## src/sv/sfp_pkg.sv

```systemverilog
// Package for the sync framed packet parser: frame constants, phase codes,
// register indexes and the shared config and result types. No dependencies.
`default_nettype none
package sfp_pkg;

    localparam int unsigned PayloadLen = 9;
    localparam int unsigned ByteW      = 8;
    localparam int unsigned PhaseW     = 4;
    localparam int unsigned CfgIdxW    = 2;

    localparam logic [PhaseW-1:0] PH_HUNT  = 4'd0;
    localparam logic [PhaseW-1:0] PH_HDR2  = 4'd1;
    localparam logic [PhaseW-1:0] PH_PAY0  = 4'd2;
    localparam logic [PhaseW-1:0] PH_PAY8  = 4'd10;
    localparam logic [PhaseW-1:0] PH_TAIL1 = 4'd11;
    localparam logic [PhaseW-1:0] PH_TAIL2 = 4'd12;

    localparam logic [CfgIdxW-1:0] CFG_HEADER = 2'd0;
    localparam logic [CfgIdxW-1:0] CFG_TAIL1  = 2'd1;
    localparam logic [CfgIdxW-1:0] CFG_TAIL2  = 2'd2;

    localparam logic [ByteW-1:0] HEADER_RST = 8'hB3;
    localparam logic [ByteW-1:0] TAIL1_RST  = 8'h0B;
    localparam logic [ByteW-1:0] TAIL2_RST  = 8'h0A;

    typedef logic [ByteW-1:0] byte_t;

    typedef struct packed {
        byte_t header_byte;
        byte_t first_tail_byte;
        byte_t last_tail_byte;
    } cfg_t;

    typedef struct packed {
        logic                      emit;
        logic                      frame_ok;
        logic [PayloadLen*ByteW-1:0] payload;
    } res_t;

endpackage
`default_nettype wire

```

## src/sv/sfp_deframer.sv

```systemverilog
// Frame phase counter and payload store; decides the result of each byte.
// Depends on sfp_pkg.
`default_nettype none
module sfp_deframer (
    input  wire logic          aclk,
    input  wire logic          aresetn,
    input  wire logic          accept,
    input  wire sfp_pkg::byte_t rx_byte,
    input  wire sfp_pkg::cfg_t cfg,
    output sfp_pkg::res_t      res
);

    logic [sfp_pkg::PhaseW-1:0] phase_reg, phase_next;
    sfp_pkg::byte_t             store_reg [sfp_pkg::PayloadLen];
    logic [sfp_pkg::PhaseW-1:0] wr_idx;
    logic                       wr_en;
    logic                       emit, ok;

    assign wr_idx = phase_reg - sfp_pkg::PH_PAY0;

    always_comb begin
        phase_next = phase_reg;
        wr_en      = 1'b0;
        emit       = 1'b0;
        ok         = 1'b0;
        if (phase_reg == sfp_pkg::PH_HUNT) begin
            if (rx_byte == cfg.header_byte) phase_next = sfp_pkg::PH_HDR2;
        end else if (phase_reg == sfp_pkg::PH_HDR2) begin
            phase_next = (rx_byte == cfg.header_byte) ? sfp_pkg::PH_PAY0 : sfp_pkg::PH_HUNT;
        end else if (phase_reg >= sfp_pkg::PH_PAY0 && phase_reg <= sfp_pkg::PH_PAY8) begin
            wr_en      = 1'b1;
            phase_next = phase_reg + 4'd1;
        end else if (phase_reg == sfp_pkg::PH_TAIL1) begin
            if (rx_byte == cfg.first_tail_byte) begin
                phase_next = sfp_pkg::PH_TAIL2;
            end else begin
                phase_next = sfp_pkg::PH_HUNT;
                emit       = 1'b1;
            end
        end else if (phase_reg == sfp_pkg::PH_TAIL2) begin
            phase_next = sfp_pkg::PH_HUNT;
            emit       = 1'b1;
            ok         = (rx_byte == cfg.last_tail_byte);
        end else begin
            phase_next = sfp_pkg::PH_HUNT;
        end
    end

    always_ff @(posedge aclk) begin
        if (!aresetn) begin
            phase_reg <= sfp_pkg::PH_HUNT;
        end else if (accept) begin
            phase_reg <= phase_next;
        end
    end

    always_ff @(posedge aclk) begin
        for (int k = 0; k < sfp_pkg::PayloadLen; k++) begin
            if (accept && wr_en && wr_idx == k[sfp_pkg::PhaseW-1:0]) store_reg[k] <= rx_byte;
        end
    end

    always_comb begin
        res.emit     = emit;
        res.frame_ok = ok;
        for (int k = 0; k < sfp_pkg::PayloadLen; k++) begin
            res.payload[k*sfp_pkg::ByteW +: sfp_pkg::ByteW] = ok ? store_reg[k] : '0;
        end
    end

endmodule
`default_nettype wire

```

## src/sv/sfp_out_reg.sv

```systemverilog
// Result register of the parser: holds one result item until taken.
// Depends on sfp_pkg.
`default_nettype none
module sfp_out_reg (
    input  wire logic          aclk,
    input  wire logic          aresetn,
    input  wire logic          load,
    input  wire sfp_pkg::res_t res,
    output logic               slot_free,
    output logic               m_tvalid,
    input  wire logic          m_tready,
    output logic [sfp_pkg::PayloadLen*sfp_pkg::ByteW-1:0] m_tdata,
    output logic               m_tuser
);

    logic                                       valid_reg;
    logic [sfp_pkg::PayloadLen*sfp_pkg::ByteW-1:0] data_reg;
    logic                                       ok_reg;

    assign slot_free = !valid_reg || m_tready;

    always_ff @(posedge aclk) begin
        if (!aresetn) begin
            valid_reg <= 1'b0;
        end else if (slot_free) begin
            valid_reg <= load && res.emit;
        end
    end

    always_ff @(posedge aclk) begin
        if (slot_free && load && res.emit) begin
            data_reg <= res.payload;
            ok_reg   <= res.frame_ok;
        end
    end

    assign m_tvalid = valid_reg;
    assign m_tdata  = data_reg;
    assign m_tuser  = ok_reg;

endmodule
`default_nettype wire

```

## src/sv/sync_framed_packet_parser_top.sv

```systemverilog
// Top level of the sync framed packet parser: config registers, deframer
// and result register. Depends on sfp_pkg, sfp_deframer and sfp_out_reg.
//
// Bytes enter on the s_ stream, one item per byte. A frame is two header
// bytes, nine payload bytes and two trailer bytes. At the last trailer
// byte, or at a bad first trailer byte, one result item leaves on the m_
// stream: m_tuser is frame_ok and m_tdata the nine payload bytes (all zero
// when the frame is rejected). Header mismatches give no item.
// One byte is taken every cycle while s_tready is high. A result appears
// on m_ in the cycle after the trailer byte that closes the frame is
// accepted; it waits in the result register. When the receiver stalls with
// a result held, s_tready drops until the result is taken. The config port
// writes header and trailer values; write it only while the stream is idle.
// Reset (aresetn low at a clock edge) returns the parser to header hunt,
// empties the result register and loads the default register values.
`default_nettype none
module sync_framed_packet_parser_top (
    input  wire logic        aclk,
    input  wire logic        aresetn,
    input  wire logic        s_tvalid,
    output logic             s_tready,
    input  wire logic [7:0]  s_tdata,   // rx_byte [7:0]
    output logic             m_tvalid,
    input  wire logic        m_tready,
    output logic [71:0]      m_tdata,   // payload_0 [7:0] .. payload_8 [71:64]
    output logic             m_tuser,   // frame_ok [0]
    input  wire logic        cfg_we,
    input  wire logic [1:0]  cfg_index,
    input  wire logic [7:0]  cfg_data
);

    sfp_pkg::cfg_t cfg_reg;
    sfp_pkg::res_t res;
    logic          slot_free;
    logic          accept;

    assign s_tready = slot_free;
    assign accept   = s_tvalid && slot_free;

    always_ff @(posedge aclk) begin
        if (!aresetn) begin
            cfg_reg.header_byte     <= sfp_pkg::HEADER_RST;
            cfg_reg.first_tail_byte <= sfp_pkg::TAIL1_RST;
            cfg_reg.last_tail_byte  <= sfp_pkg::TAIL2_RST;
        end else if (cfg_we) begin
            case (cfg_index)
                sfp_pkg::CFG_HEADER: cfg_reg.header_byte     <= cfg_data;
                sfp_pkg::CFG_TAIL1:  cfg_reg.first_tail_byte <= cfg_data;
                sfp_pkg::CFG_TAIL2:  cfg_reg.last_tail_byte  <= cfg_data;
                default: ;
            endcase
        end
    end

    sfp_deframer u_deframer (
        .aclk    (aclk),
        .aresetn (aresetn),
        .accept  (accept),
        .rx_byte (s_tdata),
        .cfg     (cfg_reg),
        .res     (res)
    );

    sfp_out_reg u_out_reg (
        .aclk      (aclk),
        .aresetn   (aresetn),
        .load      (accept),
        .res       (res),
        .slot_free (slot_free),
        .m_tvalid  (m_tvalid),
        .m_tready  (m_tready),
        .m_tdata   (m_tdata),
        .m_tuser   (m_tuser)
    );

endmodule
`default_nettype wire
```

## config.mk

```make
export PLATFORM = sky130hd
export DESIGN_NAME = sync_framed_packet_parser_top
export DESIGN_NICKNAME = d
export VERILOG_FILES = /design/src/sv/sfp_pkg.sv /design/src/sv/sfp_deframer.sv /design/src/sv/sfp_out_reg.sv /design/src/sv/sync_framed_packet_parser_top.sv
export SDC_FILE = /design/constraint.sdc
export NUM_CORES = 1
export LEC_CHECK = 0
export BUFFER_PORTS_ARGS = -buffer_cell sky130_fd_sc_hd__clkbuf_2
export CAP_MARGIN = 20
export CORE_ASPECT_RATIO = 0.9
export CORE_MARGIN = 3
export CORE_UTILIZATION = 57
export DETAILED_ROUTE_END_ITERATION = 16
export PLACE_DENSITY = 0.88
export SLEW_MARGIN = 20
export SYNTH_ARGS = -nofsm -noshare
export SYNTH_HDL_FRONTEND = slang
export SYNTH_SLANG_ARGS = --single-unit
```

## constraint.sdc

```tcl
create_clock -name aclk -period 18.4 [get_ports aclk]
set_clock_uncertainty 0.2 [all_clocks]
set_input_delay 5.52 -clock aclk [delete_from_list [all_inputs] [get_ports aclk]]
set_output_delay 5.52 -clock aclk [all_outputs]
set_load 0.01 [all_outputs]
```

==> results of run 1 <==
-- power groups by stage --
| stage | Sequential, mW | Combinational, mW | Clock (mW) |
|---|---|---|---|
| floorplan | 0.435 | 0.00965 | 0 |
| global placement | 0.435 | 0.0182 | 0 |
| detailed placement | 0.435 | 0.0188 | 0 |
| CTS | 0.427 | 0.0189 | 0.354 |
| global route | 0.427 | 0.0207 | 0.368 |
| finish | 0.427 | 0.0190 | 0.350 |
-- worst paths after layout --
| check | startpoint | end | slack (ns) | depth (start not counted) |
|---|---|---|---|---|
| min reg2reg | cfg_reg[19]$_SDFFE_PN0P_ | cfg_reg[19]$_SDFFE_PN0P_ | 0.27 | 2 |
| max | m_tready | s_tready | 6.54 | 4 |
| max reg2reg | u_deframer.phase_reg[1]$_SDFFE_PN0P_ | u_deframer.store_reg[5][6]$_DFFE_PP_ | 15.08 | 6 |
| min | cfg_reg[19]$_SDFFE_PN0P_ | cfg_reg[19]$_SDFFE_PN0P_ | 0.27 | 2 |
-- routing by layer --
layer | vias to the layer above | share of wire [%]
li1 | 1755 | -
met1 | 1762 | 43
met2 | 139 | 50
met3 | 9 | 6.8
met4 | 0 | 0.94
met5 | - | 0
-- through the flow --
| step | hold WS (ns) | utilization (%) | power, mW |
|---|---|---|---|
| after floorplan | 0.248 | - | 0.445 |
| after global placement | 0.257 | 65.4 | 0.453 |
| after detailed placement | 0.261 | 65.4 | 0.454 |
| after CTS | 0.270 | 70.7 | 0.799 |
| after global routing | 0.297 | 70.8 | 0.816 |
| final | 0.271 | 70.8 | 0.795 |
-- kinds of logic after synthesis --
family                     synth area share (%)
and+or+nand+nor                            15.6
DFF                                        75.4
xor gates and xnor gates                   3.34
buffers and inverters                      1.43
AOI/OAI and AO/OA                          1.74
muxes                                      1.22
adders and majority gates                  1.34
-- final cells by class --
| class | count | area [um2] |
|---|---|---|
| Clock buffer | 18 | 429 |
| Clock inverter | 14 | 154 |
| Fill cell | 681 | 3230 |
| Inverter | 7 | 26.3 |
| Multi-Input combinational cell | 237 | 1560 |
| Sequential cell | 174 | 4930 |
| Tap cell | 152 | 190 |
| Timing Repair Buffer | 101 | 515 |
-- cell usage after synthesis (2+ instances only) --
master      n
nand3_1    15
nand2_1    44
nor2_1      9
and2_1     78
mux2i_1     8
edfxtp_1  145
nand4_1     6
buf_4       2
xor2_1      9
a31oi_1     2
ha_1        7
inv_1       7
nor4b_1     4
nor3_1      3
nor3b_1     3
o21ai_0     2
xnor2_1    16
clkbuf_1    6
a21oi_1     8
nor2b_1     3
dfxtp_1    29
nor4_1      4
clkbuf_2    6
-- worst max-delay path, stage by stage --
cell	delay (ns)
clkbuf_2	0.08
nor2b_1	0.27
inv_1	0.13
clkbuf_2	0.15
==> results.md, run 1 <==
* Switch share at about a fifth
* Hold crit path type: flop to flop
* First-pass GRT wire length at approximately 18 mm
* Max_slew headroom at about a third
* Rows at 36
* CTS Buffer Depth at 2
* Synth area leaders: edfxtp_1 67%, dfxtp_1 8.9%, and2_1 7.5%
* Vias in the first global route at about 3500
* Ys flop type: edfxtp_1
* Dpl cells at about 670
* Commonest non-fill, non-tap cell in the layout: edfxtp_1
* Clock latency on the worst-skew pair at ~0.42 ns
* Placed cell areas at 0.00722 mm2
* Int Pwr at between 0.6 and 0.7 mW
* Crit path kind: input port to primary output
* Met2 Usage GRT at a little under a third
* Vias per cell at between 5 and 6
* Final std cells w/o fill at ~700
* Worst path arrival time at roughly 6.1 ns
* Max-cap viol count at 0
* DRT antenna net count at 0
* Min Tclk post-route at approximately 12 ns
* Post-Syn Area at roughly 0.0065 mm2
* Via count at 3665
* Routed wire length per instance at ~17 um
* Iteration-0 DRC Markers at 244
* DRC at 0
* Number of synthesized flops with an enable pin at 145
* GPL Wtd Cong at 0.867
* CTS sink count at ~170
* Fin crit share at roughly 64%
* Cell Pwr Density at roughly 100 mW/mm2
* Placement Setup Slack at about 6.6 ns
* VDD IR max at approximately 0.055 mV
* Slew Limit Fails at 0
* Most frequent cells in the layout: 145 x edfxtp_1, 97 x clkbuf_2, 78 x and2_1, 44 x nand2_1, 29 x dfxtp_1
* Post_cts resized at 0
* Synth cell types at 39
* Final WS setup at about 6.5 ns
* CTS tree: done
* Fin. Hold Viols at 0
* RSZ-0062 raised after global routing: false
* Die Ht at 108 um
* Largest net degree at the start of global routing at 74
* Post-synthesis instance total at 432
* Post-CTS Setup Bufs at 0
* Switching power total at 0.161 mW
* Worst-Margin Slew at around 1 ns
* Total grt overflow at 0
* Clock share of power at between 40% and 50%
* IO Port Bufs at 97
* HPWL Detailed at approximately 7.7 mm
* GR peak layer: met2
* Outcome: finished clean
* Initial antenna violation count at 0
* Crit start category: input port
* Drt pass-1 iters at 4
* Yosys reg bits at 174
* Die area at around 0.013 mm2
* Critical Path Sink Type: primary output
* IO Count at 98
* Met3 Use GR at approximately 5.5%
* Sequential fraction of the synthesis area at approximately three quarters
* Max Freq at about 0.084 GHz
* Core footprint at ~0.011 mm2
* CP max FO at 4
* Final setup viols at 0
* H-tree levels at 4
* Tot GR Track Use at a little under a fifth
* CTS Buf Count at 17
* WP data required at between 10 and 15 ns
* Area leader, netlist: edfxtp_1
* Setup TNS Final at 0 ns
* Total Wirelength at 11.7 mm
* Met1 global-route usage at between 20% and 30%
* Post-synthesis average cell area at about 15 um2
* Syn_nets at ~460
* Die X at around 120 um
* Ant. Diodes at 0
* Leak at 2.90 nW
* Reg clk slew, reported paths at around 0.06 ns
* Asr flop ratio synth at 0%
* CTS Root Cell: clkbuf_16
* Synth top area share at between 60% and 70%
* Flop pwr share at between 50% and 60%
* Fin area at around 0.0078 mm2
* Area grow syn2layout at 19.3%
* Ys Warns at 0
* Comb pwr share at under 10%
* NumNets Final at 568
* Initial Utilization at roughly three fifths
* CTS Hold Buffers Added at 0
* Layout cells sized above 1 at about a quarter
No activity file was read; power rests on OpenSTA's default activity.
==> run 2, diff against run 1 <==
--- a/config.mk
+++ b/config.mk
@@ -9,9 +9,9 @@
 export CAP_MARGIN = 20
 export CORE_ASPECT_RATIO = 0.9
 export CORE_MARGIN = 3
-export CORE_UTILIZATION = 57
+export CORE_UTILIZATION = 51
 export DETAILED_ROUTE_END_ITERATION = 16
-export PLACE_DENSITY = 0.88
+export PLACE_DENSITY = 0.83
 export SLEW_MARGIN = 20
 export SYNTH_ARGS = -nofsm -noshare
 export SYNTH_HDL_FRONTEND = slang
==> constraint.sdc (replaced) <==
create_clock -name aclk -period 9.6 [get_ports aclk]
set_clock_uncertainty 0.2 [all_clocks]
set_input_delay 2.88 -clock aclk [delete_from_list [all_inputs] [get_ports aclk]]
set_output_delay 2.88 -clock aclk [all_outputs]
set_load 0.01 [all_outputs]
==> run 2 against run 1 <==
Clock power grew 88%. Sequential cell count is the same. Largest cell class unchanged. Combinational power grew 92%. Sequential share of layout area grew 0.051 points. Non-clock buffer count shrank 1. Die area grew 11%. Critical endpoint unchanged. Clock-buffer cell count is the same. Via count grew 1.7%. Utilization shrank 7.4 points. Register-to-register slack lost 8.9 ns. Hold slack is essentially flat. Cell count grew 0.85%.
==> results.md, run 2 (synthesized netlist as in run 1, its figures left out) <==
* Outcome: finished clean
* Fin area at 0.00780 mm2
* VDD IR max at between 0.1 and 0.15 mV
* Worst path arrival time at around 3.5 ns
* NumNets Final at approximately 570
* Total grt overflow at 0
* CTS Buffer Depth at 2
* WP data required at 6.52 ns
* Routed wire length per instance at 17.4 um
* Die X at 125 um
* Core footprint at between 0.01 and 0.015 mm2
* Worst reg-to-reg path cell count at 6
* Max Freq at about 0.15 GHz
* Iteration-0 DRC Markers at around 260
* CTS tree: done
* H-tree levels at 4
* Initial Utilization at between 50% and 60%
* Post-CTS Setup Bufs at 0
* Hold crit path type: flop to flop
* Rows at 38
* Critical Path Sink Type: primary output
* Max-cap viol count at 0
* First-pass GRT wire length at 19.5 mm
* Placed cell areas at 0.00723 mm2
* Cell Pwr Density at between 150 and 200 mW/mm2
* Layout cells sized above 1 at 25.9%
* Crit start category: input port
* Reg clk slew, reported paths at around 0.060 ns
* Max_slew headroom at 30.9%
* CTS sink count at about 170
* Fill cells at 862
* Final setup viols at 0
* Ant. Diodes at 0
* Multi-input gate area at between 0.0015 and 0.002 mm2
* Crit path kind: input port to primary output
* IO Count at 98
* DRC at 0
* Via count at around 3700
* CTS Buf Count at 17
* Total Wirelength at about 12 mm
* Commonest non-fill, non-tap cell in the layout: edfxtp_1
* Vias in the first global route at 3670
* Launch point of the worst reg-to-reg path: u_deframer.phase_reg[1]$_SDFFE_PN0P_
* IO Port Bufs at 97
* HPWL Detailed at between 7 and 8 mm
* Drt pass-1 iters at 4
* CTS Hold Buffers Added at 0
* GPL Wtd Cong at ~0.86
* Slew Limit Fails at 0
* Largest net degree at the start of global routing at 74
* Fin. Hold Viols at 0
* CTS Root Cell: clkbuf_16
* CP max FO at 4
* Initial antenna violation count at 0
* Vias per cell at 5.26
* Dpl cells at 678
* Worst Hold Launch: cfg_reg[10]$_SDFFE_PN0P_
* Final std cells w/o fill at between 700 and 800
* Clock latency on the worst-skew pair at 0.42 ns
* Fin crit share at between 60% and 70%
* Most frequent cells in the layout: 145 x edfxtp_1, 97 x clkbuf_2, 78 x and2_1, 44 x nand2_1, 29 x dfxtp_1
* Register Area at approximately 0.0049 mm2
* Tot GR Track Use at around 18%
* DRT antenna net count at 0
* Post_cts resized at 0
* Setup TNS Final at 0 ns
* Die area at 0.0142 mm2
* Hold path cells at 2
* Min Tclk post-route at between 6 and 7 ns
* Area grow syn2layout at 19.2%
* Die Ht at ~110 um
* Leak at a little under 3 nW
* Critical path origin: m_tready
* Worst-Margin Slew at between 1 and 1.5 ns
* RSZ-0062 raised after global routing: false
run 2: worst max-delay path, cell delays in order:
cell,delay (ns)
clkbuf_2,0.08
nor2b_1,0.27
inv_1,0.13
clkbuf_2,0.15
run 2: layout make-up:
cell class	instances	share of cell area, %
Inverter	7	0.337
Tap cell	160	2.57
Multi-Input combinational cell	237	20.0
Sequential cell	174	63.2
Clock buffer	18	5.50
Clock inverter	13	1.80
Timing Repair Buffer	100	6.51
run 2: where the power goes:
part           switching [mW]  leakage (nW)  total (mW)  internal, mW
Sequential            0.00275          1.56       0.818         0.815
Combinational          0.0235          1.06      0.0365        0.0129
Clock                   0.273         0.276       0.657         0.383
run 2: metal layers:
layer	up-vias	share of wire, %	wire (um)	GRT usage [%]
met5	-	0	0	0
met4	0	1.6	203	6.58
met3	16	6.5	798	5.90
met2	139	50	6130	29.2
met1	1818	42	5200	23.5
li1	1755	-	-	-
run 2: worst paths after layout:
path | to | slack (ns)
hold / removal | cfg_reg[10]$_SDFFE_PN0P_ | 0.27
hold reg to reg | cfg_reg[10]$_SDFFE_PN0P_ | 0.27
setup / recovery | s_tready | 3.01
setup reg to reg | u_deframer.store_reg[4][1]$_DFFE_PP_ | 6.23
run 2: stage by stage:
| step | util (%) | power [mW] | worst slack (ns) | hold WS, ns |
|---|---|---|---|---|
| detailed placement | 58.7 | 0.870 | 3.00 | 0.264 |
| CTS | 63.3 | 1.52 | 3.00 | 0.273 |
| global route | 63.4 | 1.56 | 2.91 | 0.299 |
| finish | 63.4 | 1.51 | 3.01 | 0.271 |
| global placement | 58.7 | 0.869 | 3.07 | 0.258 |
| floorplan | - | 0.852 | 1.61 | 0.248 |
